### config.mk
export PLATFORM = sky130hd
export DESIGN_NAME = linear_interp_audio_resampler_flat
export DESIGN_NICKNAME = d
export VERILOG_FILES = /design/src/rtl/core/lires_pkg.sv /design/src/rtl/core/lires_if.sv /design/src/rtl/core/lires_ctrl.sv /design/src/rtl/core/lires_dpath.sv /design/src/rtl/core/linear_interp_audio_resampler.sv /design/src/flat_wrapper.sv
export SDC_FILE = /design/constraint.sdc
export NUM_CORES = 1
export LEC_CHECK = 0
export BUFFER_PORTS_ARGS = -buffer_cell sky130_fd_sc_hd__buf_2
export CORE_ASPECT_RATIO = 0.6
export CORE_MARGIN = 2
export CORE_UTILIZATION = 59
export DETAILED_ROUTE_END_ITERATION = 10
export MAX_ROUTING_LAYER = met4
export PLACE_DENSITY = 0.86
export SLEW_MARGIN = 40
export SYNTH_ARGS = -nofsm -noshare
export SYNTH_HDL_FRONTEND = slang
export SYNTH_SLANG_ARGS = --single-unit
export TNS_END_PERCENT = 5
### constraint.sdc
create_clock -name i_clk -period 8 [get_ports i_clk]
set_input_delay 1.2 -clock i_clk [delete_from_list [all_inputs] [get_ports i_clk]]
set_output_delay 1.2 -clock i_clk [all_outputs]
set_load 0.01 [all_outputs]
### src/rtl/core/lires_pkg.sv
// lires_pkg: shared constants, types and helpers of the resampler
`timescale 1ns / 1ps

package lires_pkg;

    // field widths
    localparam int SAMPLE_W = 8;
    localparam int OUT_W    = 16;
    localparam int RATE_W   = 17;
    localparam int WHOLE_W  = 3;
    localparam int CNT_W    = 5;
    localparam int NUM_W    = 34;
    localparam int MAG_W    = 32;
    localparam int POS_W    = 20;
    localparam int DCNT_W   = 5;

    // source rate and limits
    localparam logic [RATE_W-1:0] SRC_RATE   = 17'd9009;
    localparam logic [RATE_W-1:0] RATE_MIN   = 17'd4000;
    localparam logic [RATE_W-1:0] RATE_MAX   = 17'd96000;
    localparam logic [RATE_W-1:0] RATE_RESET = 17'd44100;
    localparam logic [CNT_W-1:0]  MAX_OUT    = 5'd22;
    localparam logic [DCNT_W-1:0] DIV_LAST   = 5'd31;

    // controller states
    typedef enum logic [3:0] {
        ST_IDLE,
        ST_CHECK,
        ST_MUL_A,
        ST_MUL_B,
        ST_SUM,
        ST_ABS,
        ST_DIV,
        ST_STEP,
        ST_ADV,
        ST_PUSH,
        ST_FINISH
    } t_state;

    // commands from controller to datapath
    typedef struct packed {
        logic load;
        logic mul_a;
        logic mul_b;
        logic sum;
        logic div_init;
        logic div_step;
        logic step;
        logic adv;
        logic push;
        logic finish;
    } t_cmd;

    // status from datapath to controller
    typedef struct packed {
        logic cond_ok;
        logic div_last;
        logic adv_done;
        logic slot_free;
    } t_stat;

    // limit the programmed rate to the supported range
    function automatic logic [RATE_W-1:0] clamp_rate(input logic [RATE_W-1:0] v);
        logic [RATE_W-1:0] res;
        if (v < RATE_MIN) begin
            res = RATE_MIN;
        end else if (v > RATE_MAX) begin
            res = RATE_MAX;
        end else begin
            res = v;
        end
        return res;
    endfunction

endpackage

### src/rtl/core/lires_if.sv
// lires_if: valid/ready channel interfaces for source beats and result beats
`timescale 1ns / 1ps

interface lires_in_if;
    logic                          valid;
    logic                          ready;
    logic [lires_pkg::SAMPLE_W-1:0] sample_in;
    logic                          sound_end;

    modport source (output valid, output sample_in, output sound_end, input ready);
    modport sink   (input valid, input sample_in, input sound_end, output ready);
endinterface

interface lires_out_if;
    logic                             valid;
    logic                             ready;
    logic signed [lires_pkg::OUT_W-1:0] out_sample;
    logic                             run_last;
    logic                             sound_last;

    modport source (output valid, output out_sample, output run_last, output sound_last,
                    input ready);
    modport sink   (input valid, input out_sample, input run_last, input sound_last,
                    output ready);
endinterface

### src/rtl/core/lires_ctrl.sv
// lires_ctrl: sequencer that walks one source beat through its output samples
`timescale 1ns / 1ps

module lires_ctrl (
    input  logic              i_clk,
    input  logic              i_rst_n,
    input  logic              i_in_valid,
    output logic              o_in_ready,
    input  lires_pkg::t_stat  i_stat,
    output lires_pkg::t_cmd   o_cmd
);
    import lires_pkg::*;

    t_state r_state;
    t_state n_state;

    // state register
    always_ff @(posedge i_clk) begin
        if (!i_rst_n) begin
            r_state <= ST_IDLE;
        end else begin
            r_state <= n_state;
        end
    end

    // next state
    always_comb begin
        n_state = r_state;
        case (r_state)
            ST_IDLE: begin
                if (i_in_valid) begin
                    n_state = ST_CHECK;
                end
            end
            ST_CHECK: begin
                n_state = i_stat.cond_ok ? ST_MUL_A : ST_FINISH;
            end
            ST_MUL_A: n_state = ST_MUL_B;
            ST_MUL_B: n_state = ST_SUM;
            ST_SUM:   n_state = ST_ABS;
            ST_ABS:   n_state = ST_DIV;
            ST_DIV: begin
                if (i_stat.div_last) begin
                    n_state = ST_STEP;
                end
            end
            ST_STEP:  n_state = ST_ADV;
            ST_ADV: begin
                if (i_stat.adv_done) begin
                    n_state = ST_PUSH;
                end
            end
            ST_PUSH: begin
                if (i_stat.slot_free) begin
                    n_state = i_stat.cond_ok ? ST_MUL_A : ST_FINISH;
                end
            end
            ST_FINISH: n_state = ST_IDLE;
            default:   n_state = ST_IDLE;
        endcase
    end

    // command decode
    always_comb begin
        o_cmd      = '0;
        o_in_ready = 1'b0;
        case (r_state)
            ST_IDLE: begin
                o_in_ready = 1'b1;
                o_cmd.load = i_in_valid;
            end
            ST_CHECK:  o_cmd = '0;
            ST_MUL_A:  o_cmd.mul_a    = 1'b1;
            ST_MUL_B:  o_cmd.mul_b    = 1'b1;
            ST_SUM:    o_cmd.sum      = 1'b1;
            ST_ABS:    o_cmd.div_init = 1'b1;
            ST_DIV:    o_cmd.div_step = 1'b1;
            ST_STEP:   o_cmd.step     = 1'b1;
            ST_ADV:    o_cmd.adv      = 1'b1;
            ST_PUSH:   o_cmd.push     = 1'b1;
            ST_FINISH: o_cmd.finish   = 1'b1;
            default:   o_cmd = '0;
        endcase
    end

endmodule

### src/rtl/core/lires_dpath.sv
// lires_dpath: stream state, phase tracking, interpolation multiplier, divider, output register
`timescale 1ns / 1ps

module lires_dpath (
    input  logic                                i_clk,
    input  logic                                i_rst_n,
    input  logic                                i_cfg_we,
    input  logic [lires_pkg::RATE_W-1:0]        i_cfg_wdata,
    input  logic [lires_pkg::SAMPLE_W-1:0]      i_sample_in,
    input  logic                                i_sound_end,
    input  logic                                i_out_ready,
    output logic                                o_out_valid,
    output logic signed [lires_pkg::OUT_W-1:0]  o_out_sample,
    output logic                                o_run_last,
    output logic                                o_sound_last,
    input  lires_pkg::t_cmd                     i_cmd,
    output lires_pkg::t_stat                    o_stat
);
    import lires_pkg::*;

    // configuration and stream state
    logic [RATE_W-1:0]   r_rate;
    logic                r_have_prev;
    logic [SAMPLE_W-1:0] r_prev;
    logic [SAMPLE_W-1:0] r_older;
    logic [RATE_W-1:0]   r_pres;
    logic [1:0]          r_pwhole;

    // working state of the current beat
    logic [SAMPLE_W-1:0] r_x;
    logic                r_last;
    logic [WHOLE_W-1:0]  r_w;
    logic [RATE_W-1:0]   r_r;
    logic [CNT_W-1:0]    r_n;

    // arithmetic
    logic signed [NUM_W-1:0] r_prod;
    logic signed [NUM_W-1:0] r_num;
    logic [MAG_W-1:0]        r_div;
    logic [RATE_W-1:0]       r_rem;
    logic [DCNT_W-1:0]       r_dcnt;
    logic                    r_neg;

    // output register
    logic                    r_ov;
    logic signed [OUT_W-1:0] r_osample;
    logic                    r_orun;
    logic                    r_osnd;

    logic [SAMPLE_W-1:0]     sel_a;
    logic [SAMPLE_W-1:0]     sel_b;
    logic signed [OUT_W-1:0] cur_s;
    logic signed [OUT_W-1:0] nxt_s;
    logic signed [OUT_W-1:0] mul_s;
    logic [RATE_W-1:0]       mul_u;
    logic signed [NUM_W-1:0] prod;
    logic [POS_W-1:0]        pos_end;
    logic [POS_W-1:0]        limit;
    logic                    cond;
    logic [NUM_W-1:0]        mag;
    logic [RATE_W:0]         trial;
    logic                    trial_ge;
    logic [RATE_W:0]         step_sum;
    logic [OUT_W-1:0]        quot;
    logic [WHOLE_W-1:0]      w_m1;
    logic                    slot_free;

    // pick the two source samples around the output position
    always_comb begin
        case (r_w)
            3'd0: begin
                sel_a = r_older;
                sel_b = r_prev;
            end
            3'd1: begin
                sel_a = r_prev;
                sel_b = r_x;
            end
            default: begin
                sel_a = r_x;
                sel_b = r_x;
            end
        endcase
    end

    // (x - 128) << 8
    assign cur_s = $signed({~sel_a[SAMPLE_W-1], sel_a[SAMPLE_W-2:0], 8'h00});
    assign nxt_s = $signed({~sel_b[SAMPLE_W-1], sel_b[SAMPLE_W-2:0], 8'h00});

    // shared multiplier: cur*(R-r) then next*r
    assign mul_s = i_cmd.mul_a ? cur_s : nxt_s;
    assign mul_u = i_cmd.mul_a ? (r_rate - r_r) : r_r;
    assign prod  = NUM_W'(mul_s) * NUM_W'($signed({1'b0, mul_u}));

    // emit condition: position plus one step stays within the known length, and the result count stays under MAX_OUT
    assign pos_end = POS_W'(r_w) * POS_W'(r_rate) + POS_W'(r_r) + POS_W'(SRC_RATE);
    assign limit   = r_last ? (POS_W'({r_rate, 1'b0}) + POS_W'(r_rate))
                            : POS_W'({r_rate, 2'b00});
    assign cond    = (r_last || (r_w < 3'd2)) && (pos_end <= limit) && (r_n < MAX_OUT);

    // restoring divider step, one quotient bit per cycle
    assign mag      = r_num[NUM_W-1] ? (-r_num) : r_num;
    assign trial    = {r_rem, r_div[MAG_W-1]};
    assign trial_ge = (trial >= {1'b0, r_rate});
    assign quot     = r_div[OUT_W-1:0];

    assign w_m1      = r_w - 3'd1;
    assign slot_free = !r_ov || i_out_ready;

    // configuration and stream state
    always_ff @(posedge i_clk) begin
        if (!i_rst_n) begin
            r_rate      <= RATE_RESET;
            r_have_prev <= 1'b0;
            r_prev      <= '0;
            r_older     <= '0;
            r_pres      <= '0;
            r_pwhole    <= '0;
        end else if (i_cfg_we) begin
            r_rate      <= clamp_rate(i_cfg_wdata);
            r_have_prev <= 1'b0;
            r_prev      <= '0;
            r_older     <= '0;
            r_pres      <= '0;
            r_pwhole    <= '0;
        end else if (i_cmd.finish) begin
            if (r_last) begin
                r_have_prev <= 1'b0;
                r_prev      <= '0;
                r_older     <= '0;
                r_pres      <= '0;
                r_pwhole    <= '0;
            end else begin
                r_have_prev <= 1'b1;
                r_older     <= r_prev;
                r_prev      <= r_x;
                r_pres      <= r_r;
                r_pwhole    <= (r_w == 3'd0) ? 2'd0 : w_m1[1:0];
            end
        end
    end

    // beat working state: position, count
    assign step_sum = {1'b0, r_r} + {1'b0, SRC_RATE};

    always_ff @(posedge i_clk) begin
        if (i_cmd.load) begin
            r_x    <= i_sample_in;
            r_last <= i_sound_end;
            r_w    <= r_have_prev ? {1'b0, r_pwhole} : 3'd2;
            r_r    <= r_have_prev ? r_pres : '0;
            r_n    <= '0;
        end else if (i_cmd.step) begin
            r_r <= step_sum[RATE_W-1:0];
            r_n <= r_n + 5'd1;
        end else if (i_cmd.adv && (r_r >= r_rate)) begin
            r_r <= r_r - r_rate;
            r_w <= r_w + 3'd1;
        end
    end

    // products and numerator
    always_ff @(posedge i_clk) begin
        if (i_cmd.mul_a || i_cmd.mul_b) begin
            r_prod <= prod;
        end
        if (i_cmd.mul_b) begin
            r_num <= r_prod;
        end else if (i_cmd.sum) begin
            r_num <= r_num + r_prod;
        end
    end

    // divider registers
    always_ff @(posedge i_clk) begin
        if (i_cmd.div_init) begin
            r_div  <= mag[MAG_W-1:0];
            r_rem  <= '0;
            r_dcnt <= '0;
            r_neg  <= r_num[NUM_W-1];
        end else if (i_cmd.div_step) begin
            r_div  <= {r_div[MAG_W-2:0], trial_ge};
            r_rem  <= trial_ge ? RATE_W'(trial - {1'b0, r_rate}) : trial[RATE_W-1:0];
            r_dcnt <= r_dcnt + 5'd1;
        end
    end

    // output valid
    always_ff @(posedge i_clk) begin
        if (!i_rst_n) begin
            r_ov <= 1'b0;
        end else if (i_cmd.push && slot_free) begin
            r_ov <= 1'b1;
        end else if (i_out_ready) begin
            r_ov <= 1'b0;
        end
    end

    // output payload
    always_ff @(posedge i_clk) begin
        if (i_cmd.push && slot_free) begin
            r_osample <= r_neg ? $signed(~quot + 16'd1) : $signed(quot);
            r_orun    <= !cond;
            r_osnd    <= !cond && r_last;
        end
    end

    assign o_stat.cond_ok   = cond;
    assign o_stat.div_last  = (r_dcnt == DIV_LAST);
    assign o_stat.adv_done  = (r_r < r_rate);
    assign o_stat.slot_free = slot_free;

    assign o_out_valid  = r_ov;
    assign o_out_sample = r_osample;
    assign o_run_last   = r_orun;
    assign o_sound_last = r_osnd;

endmodule

### src/rtl/core/linear_interp_audio_resampler.sv
// linear_interp_audio_resampler: top level of the 8-bit to 16-bit linear resampler
`timescale 1ns / 1ps
//
// Usage
//   i_src  : source beats, one unsigned 8-bit sample at 9009 Hz plus sound_end
//            on the last sample of a sound.
//   o_res  : result beats, signed 16-bit interpolated samples; run_last marks
//            the last result caused by one source beat, sound_last the final
//            result of the sound. A source beat may cause zero to 22 results.
//   i_cfg_we / i_cfg_wdata : output rate in Hz, clamped to 4000..96000.
//            A write drops the sound in progress; write only while idle.
// Operation
//   One source beat is worked on at a time. Each result passes through the
//   two-pass multiply, the sum, the sign fold, the radix-2 divider (one
//   quotient bit per step) and up to three phase subtractions.
//   i_src.ready is high only while the sequencer is idle.
// Reset and stall
//   Synchronous active-low reset sets the rate to 44100 Hz and starts a new
//   sound. A stalled receiver holds the result register; the sequencer waits
//   with the next result until the register frees, so nothing is lost.

module linear_interp_audio_resampler (
    input  logic                           i_clk,
    input  logic                           i_rst_n,
    lires_in_if.sink                       i_src,
    lires_out_if.source                    o_res,
    input  logic                           i_cfg_we,
    input  logic [lires_pkg::RATE_W-1:0]   i_cfg_wdata
);
    import lires_pkg::*;

    t_cmd  cmd;
    t_stat stat;

    // sequencer
    lires_ctrl u_ctrl (
        .i_clk      (i_clk),
        .i_rst_n    (i_rst_n),
        .i_in_valid (i_src.valid),
        .o_in_ready (i_src.ready),
        .i_stat     (stat),
        .o_cmd      (cmd)
    );

    // datapath
    lires_dpath u_dpath (
        .i_clk        (i_clk),
        .i_rst_n      (i_rst_n),
        .i_cfg_we     (i_cfg_we),
        .i_cfg_wdata  (i_cfg_wdata),
        .i_sample_in  (i_src.sample_in),
        .i_sound_end  (i_src.sound_end),
        .i_out_ready  (o_res.ready),
        .o_out_valid  (o_res.valid),
        .o_out_sample (o_res.out_sample),
        .o_run_last   (o_res.run_last),
        .o_sound_last (o_res.sound_last),
        .i_cmd        (cmd),
        .o_stat       (stat)
    );

endmodule

### src/flat_wrapper.sv
// flat-port wrapper written by rule: the top's interface ports become plain ports
module linear_interp_audio_resampler_flat import lires_pkg::*;
  (i_clk, i_rst_n, i_cfg_we, i_cfg_wdata, i_src_valid, i_src_sample_in, i_src_sound_end, i_src_ready, o_res_valid, o_res_out_sample, o_res_run_last, o_res_sound_last, o_res_ready);
  lires_in_if i_src_i ();
  lires_out_if o_res_i ();
  input  logic i_clk;
  input  logic i_rst_n;
  input  logic i_cfg_we;
  input  logic [lires_pkg::RATE_W-1:0] i_cfg_wdata;
  input wire logic [$bits(i_src_i.valid)-1:0] i_src_valid;
  input wire logic [$bits(i_src_i.sample_in)-1:0] i_src_sample_in;
  input wire logic [$bits(i_src_i.sound_end)-1:0] i_src_sound_end;
  output wire logic [$bits(i_src_i.ready)-1:0] i_src_ready;
  output wire logic [$bits(o_res_i.valid)-1:0] o_res_valid;
  output wire logic [$bits(o_res_i.out_sample)-1:0] o_res_out_sample;
  output wire logic [$bits(o_res_i.run_last)-1:0] o_res_run_last;
  output wire logic [$bits(o_res_i.sound_last)-1:0] o_res_sound_last;
  input wire logic [$bits(o_res_i.ready)-1:0] o_res_ready;
  assign i_src_i.valid = i_src_valid;
  assign i_src_i.sample_in = i_src_sample_in;
  assign i_src_i.sound_end = i_src_sound_end;
  assign i_src_ready = i_src_i.ready;
  assign o_res_valid = o_res_i.valid;
  assign o_res_out_sample = o_res_i.out_sample;
  assign o_res_run_last = o_res_i.run_last;
  assign o_res_sound_last = o_res_i.sound_last;
  assign o_res_i.ready = o_res_ready;
  linear_interp_audio_resampler u_core (.i_clk(i_clk), .i_rst_n(i_rst_n), .i_src(i_src_i), .o_res(o_res_i), .i_cfg_we(i_cfg_we), .i_cfg_wdata(i_cfg_wdata));
endmodule
==> impl_metrics.toml, run 1 <==
[sta]
worst_pin_slew_ps = 794.2
finalCritPeriodShare_pct = 97.27
period_minus_slack_ps = 7781
setup_viol = 0
slew_violations = 0
skew_ps = 15.18
tns_ps = 0
relSlewSlack_pct = 46.57
fmax_mhz = 128.5
hold_viol = 0

[logic_synthesis]
async_reset_ff_share_pct = 0
synth_area_mm2 = 0.02181
ys_seq_elements = 217
synth_top_area_share_pct = 18.18
synth-compound-area-share_pct = 17.25
synth_edf_count = 132
ys_top_cells_by_area = "edfxtp_1 18%, ha_1 15%, fa_1 12%, dfxtp_1 7.8%, nor2_1 4.7%"
synthSimpleGateAreaFrac_pct = 16.51
synthMuxAreaShare_pct = 1.389
synth_fa_ha_area_share_pct = 26.73
yosysUniqueCellTypes = 88
syn_nets = 2888
synth_top_family_by_area = "adder cells"
synth_xor_area_share_pct = 6.507
yosysWarnings = 0
ys_seq_area_share_pct = 25.98
ys.flop_type = "edfxtp_1"
avgSynthCellArea_um2 = 8.835
synthCells = 2468
yosysTopAreaCell = "edfxtp_1"

[setup_path]
crit_cells = 30
crit_start = "u_core.u_dpath.r_rate[0]"
r2r_end = "u_core.u_dpath.r_prod[33]"
crit_arrival_ps = 8090
r2r_start = "u_core.u_dpath.r_rate[0]"
path_buf_inv = 5
path_max_fanout = 7
max_stage_delay_ps = 540
startpoint_type = "flop"
cp_top_family = "adder cells"
cpMostUsedCell = "inv_1"
rr_worst_depth = 30
required_ps = 8310
crit_end = "u_core.u_dpath.r_prod[33]"
r2r_slack_ps = 220
worstSetupEndpointType = "flop"
path_class = "flop to flop"
crit_path_top_delay_cell = "fa_1"

[global_routing]
first_global_vias = 17677
antenna_found_initial = 1
grt_pass1_wl_mm = 96.02
grt_max_degree = 73
grt_use_total_pct = 32.32
overflow = 0

[routing]
finalWirelength_mm = 60.58
drc = 0
first_pass_iters = 7
drt_iter0_drc = 2282
postRouteAntennaNets = 0
via_per_inst = 6.127
wire_per_inst_um = 19.91
vias = 18645

[clock_tree]
cts_sinks = 217
cts_hold_buf = 0
cts_tree = "yes"
clk_pin_slew_ps = 70
root_buffer = "clkbuf_16"
h-tree-depth = 1
numCtsBuffers = 23
insertion_delay_ps = 560
cts_buffer_depth = 3

[finish]
nets = 2969
syn_to_final_growth_pct = 9.927
final_common_cell = "nor2_1"
final_cell_mix = "268 x nor2_1, 259 x ha_1, 237 x inv_1"
final_cell_area_mm2 = 0.02397
finalNonFillerCells = 3043
drive_gt1_share_pct = 10.60
nFillCells = 2840

[outcome]
outcome = "completed"

[place]
place_congestion = 1.018
io_buffers = 50
place_inst = 2992
place_hpwl_mm = 47.50
place_area_mm2 = 0.02295

[worst_hold_path]
hold_class = "flop to flop"
worstHoldStart = "u_core.u_dpath.r_rem[16]"

[floorplan]
die_x_um = 252.2
rows = 54
core_area_mm2 = 0.03635
start_util_pct = 59.99
die_area_mm2 = 0.03856
ios = 51
die_h_um = 152.9

[job]
maxCapViolations = 0
-- flip-flops by register name, summed over array words and instances (netlist names), 2 cells and up --
name                         flops
u_core.u_dpath.r_prod           26
u_core.u_dpath.r_pres           17
u_core.u_dpath.r_r              17
u_core.u_ctrl.r_state            4
u_core.u_dpath.r_rate           17
u_core.u_dpath.r_n               5
u_core.u_dpath.r_num            26
u_core.u_dpath.r_div            32
u_core.u_dpath.r_prev            8
u_core.u_dpath.o_out_sample     16
u_core.u_dpath.r_x               8
u_core.u_dpath.r_pwhole          2
u_core.u_dpath.r_w               3
u_core.u_dpath.r_dcnt            5
u_core.u_dpath.r_older           8
u_core.u_dpath.r_rem            17
-- synth_stat cells, types with 20 or more instances --
cell and instances:
or2_2 28, inv_1 237, nor2_1 272, ha_1 261, clkbuf_1 60, xor2_1 60
a21oi_1 185, xnor2_1 102, nand3_1 50, o21ai_1 20, a21o_1 66, and2_1 37
edfxtp_1 132, nand2_1 190, nor3_1 50, dfxtp_1 85, o21a_1 22, nor2b_1 30
o21ai_0 130, mux2i_1 28, fa_1 128
-- timing repair --
| item | in CTS | in global routing |
|---|---|---|
| endpoints found under the setup margin | 0 | 6 |
| setup buffers | 0 | 7 |
| gates resized for setup | 0 | 31 |
-- cells by family after synthesis --
group                      after synthesis
and+or+nand+nor                        768
DFF                                    217
adders and majority gates              389
muxes                                   29
xor gates and xnor gates               162
AOI/OAI and AO/OA                      580
buffers and inverters                  323
-- final cells by class --
class                      count  area, um2  share of cell area (%)
inverter                     240      900.9                   3.758
multi-input combinational   1928      15060                   62.82
sequential                   217       5669                   23.65
clock inverter                13      160.2                  0.6681
clock buffer                  29      640.6                   2.673
timing repair buffer         139      942.2                   3.930
antenna                        1      2.502                 0.01044
tap                          476      595.6                   2.485
-- layer usage --
metal / global-route usage (%) / up-vias / part of all wire (%)
li1: - / 8727 / -
met1: 47.80 / 8858 / 45
met3: 10.64 / 99 / 15
met2: 43.32 / 961 / 39
met5: - / - / 0
met4: 4.903 / 0 / 1.7
-- worst reg2reg max path, delay by kind of cell (launching register included) --
family,cells,cell delay (ps)
xor+xnor,2,260
flops,1,310
compound gates,13,2840
simple gates,1,310
fa+ha+maj,9,3530
buf+inv,5,300
-- through the flow --
stage / util (%) / hold WS (ps) / worst slack [ps]
2_1_floorplan: - / 435.3 / 321.9
3_3_place_gp: 63.11 / 446.9 / 229.8
3_5_place_dp: 63.14 / 459.9 / 78.00
4_1_cts: 65.34 / 471.0 / 79.34
5_1_grt: 65.94 / 496.5 / -43.62
6_report: 65.94 / 472.2 / 218.8
-- worst min-delay path by stage --
stage,endpoint,slack (ps),cells past startpoint
global placement,u_core.u_dpath.r_dcnt[4],450,2
CTS,u_core.u_dpath.r_rem[16],470,2
detailed placement,u_core.u_dpath.r_rem[16],460,2
floorplan,u_core.u_dpath.r_rem[1],440,2
global route,u_core.u_dpath.r_rem[16],500,2
finish,u_core.u_dpath.r_rem[16],470,2
Power of run 1 is not shown: default switching activity piles up to over one toggle a cycle in this logic, so the estimate is an artifact.
==> run 2: changes to the inputs <==
--- a/config.mk
+++ b/config.mk
@@ -8,10 +8,10 @@
 export BUFFER_PORTS_ARGS = -buffer_cell sky130_fd_sc_hd__buf_2
 export CORE_ASPECT_RATIO = 0.6
 export CORE_MARGIN = 2
-export CORE_UTILIZATION = 59
+export CORE_UTILIZATION = 56
 export DETAILED_ROUTE_END_ITERATION = 10
 export MAX_ROUTING_LAYER = met4
-export PLACE_DENSITY = 0.86
+export PLACE_DENSITY = 0.82
 export SLEW_MARGIN = 40
 export SYNTH_ARGS = -nofsm -noshare
 export SYNTH_HDL_FRONTEND = slang
==> run 2 against run 1 <==
  * Cell area down 0.14%
  * Critical path depth down 6
  * Register-to-register slack better by 30 ps
  * Maximum frequency grew 0.36%
  * Via count fell by 0.34%
  * Clock-buffer cell count shrank 4
  * Critical path type unchanged
  * Largest cell class unchanged
  * Highest routed layer unchanged
==> impl_metrics.toml, run 2 (same netlist as run 1, synthesis figures left out) <==
[setup_path]
path_class = "flop to flop"
rr_worst_depth = 24
cpMostUsedCell = "fa_1"
crit_path_top_delay_cell = "fa_1"
startpoint_type = "flop"
crit_start = "u_core.u_ctrl.r_state[2]"
r2r_end = "u_core.u_dpath.r_prod[33]"
crit_arrival_ps = 8050
r2r_slack_ps = 250
max_stage_delay_ps = 570
worstSetupEndpointType = "flop"
r2r_start = "u_core.u_ctrl.r_state[2]"
path_max_fanout = 10
required_ps = 8300
crit_end = "u_core.u_dpath.r_prod[33]"
path_cells = "nand2b_1, nor3_4, nand2_2, nand2_2, o221ai_2, or2_2, fa_1, fa_1, inv_1, fa_1, fa_1, fa_1, ha_1, ha_1, a211oi_2, o21bai_1, o41ai_2, buf_4, o31ai_4, o311a_4, o41ai_4, o2111ai_1, a21oi_1, xnor2_1"

[routing]
vias = 18581
first_pass_iters = 6
wire_per_inst_um = 19.94
drc = 0
finalWirelength_mm = 61.43
postRouteAntennaNets = 0
via_per_inst = 6.031
drt_iter0_drc = 2038

[clock_tree]
h-tree-depth = 1
cts_sinks = 217
cts_tree = "yes"
numCtsBuffers = 23
root_buffer = "clkbuf_16"
clk_pin_slew_ps = 60
cts_buffer_depth = 3
cts_hold_buf = 0
insertion_delay_ps = 560

[place]
dp_slack_ps = -79.22
place_congestion = 1.061
io_buffers = 50
place_inst = 3030
place_hpwl_mm = 48.39

[sta]
hold_viol = 0
slew_violations = 0
worst_pin_slew_ps = 791.7
relSlewSlack_pct = 47.22
whs_ps = 473.2
fmax_mhz = 129.0
period_minus_slack_ps = 7753
setup_viol = 0
skew_ps = 17.68
tns_ps = 0
fin_ws_ps = 246.6
finalCritPeriodShare_pct = 96.92

[finish]
final_cell_mix = "268 x nor2_1, 259 x ha_1, 236 x inv_1"
reg_top3 = "u_core.u_dpath.r_div (32), u_core.u_dpath.r_num (26), u_core.u_dpath.r_prod (26)"
final_common_cell = "nor2_1"
largest_reg_flops = 32
seq_area_mm2 = 0.005669
syn_to_final_growth_pct = 9.772
drive_gt1_share_pct = 10.63
finalNonFillerCells = 3081
nets = 2970
multi_input_area_mm2 = 0.01506
regMostFlops = "u_core.u_dpath.r_div"
nFillCells = 3139

[worst_hold_path]
whs_path_depth = 2
hold_class = "flop to flop"

[floorplan]
core_area_mm2 = 0.03806
start_util_pct = 57.30
ios = 51
die_h_um = 156.9
die_x_um = 258.8
die_area_mm2 = 0.04058
rows = 55

[job]
maxCapViolations = 0

[global_routing]
first_global_vias = 17864
grt_max_degree = 73
overflow = 0
grt_use_total_pct = 31.59
grt_pass1_wl_mm = 97.88
antenna_found_initial = 1

[outcome]
outcome = "completed"
## run 2: cell types whose count changed in the layout (fill, tap and decap cells not counted), moves of 2 or more
cell	delta
clkbuf_1	-2
buf_4	+2
clkinvlp_4	+3
clkinv_2	+2
clkinv_1	+2
bufinv_16	-2
clkbuf_16	-2
clkinvlp_2	-2
a21oi_2	-3
a21oi_4	+2
## run 2: worst min-delay path by stage
stage                                        start                       end
after floorplan            u_core.u_dpath.r_rem[1]   u_core.u_dpath.r_rem[1]
after global placement    u_core.u_dpath.r_dcnt[4]  u_core.u_dpath.r_dcnt[4]
after detailed placement  u_core.u_dpath.r_dcnt[4]  u_core.u_dpath.r_dcnt[4]
after CTS                 u_core.u_dpath.r_dcnt[4]  u_core.u_dpath.r_dcnt[4]
after global routing      u_core.u_dpath.r_rem[16]  u_core.u_dpath.r_rem[16]
final                     u_core.u_dpath.r_rem[16]  u_core.u_dpath.r_rem[16]
## run 2: routing by layer
layer | up-vias | global-route usage [%] | share of wire [%]
met5 | - | - | 0
met3 | 75 | 10.17 | 13
li1 | 8727 | - | -
met2 | 923 | 42.69 | 39
met1 | 8856 | 46.25 | 47
met4 | 0 | 4.927 | 1.5
## run 2: timing repair
item                                   CTS  global route
endpoints found under the hold margin    0             0
gates resized for setup                  2            31
setup endpoints to repair                1             6
buffers inserted                         0             7
pin swaps                                0            16
## run 2: critical path: cells and delay by family, from the launching register on
family,cells,cell delay (ps)
fa+ha+maj,7,3300
compound gates,9,1920
simple gates,5,1500
flops,1,390
buf+inv,2,260
xor+xnor,1,120
## run 2: final cells by class
class | instances | area share [%]
clock buffers | 25 | 2.436
repair buffers | 140 | 3.931
diodes | 1 | 0.01045
clock inverters | 17 | 0.5802
flip-flops and latches | 217 | 23.68
multi-input cells | 1928 | 62.91
well taps | 513 | 2.682
inverters | 240 | 3.764
## run 2: through the flow
stage / utilization (%) / instance area [um2]
final: 62.90 / 23940
after global placement: 60.42 / 22990
after floorplan: - / 21810
after CTS: 62.37 / 23740
after detailed placement: 60.45 / 23010
after global routing: 62.90 / 23940
Power of run 2 is left out for the same reason.
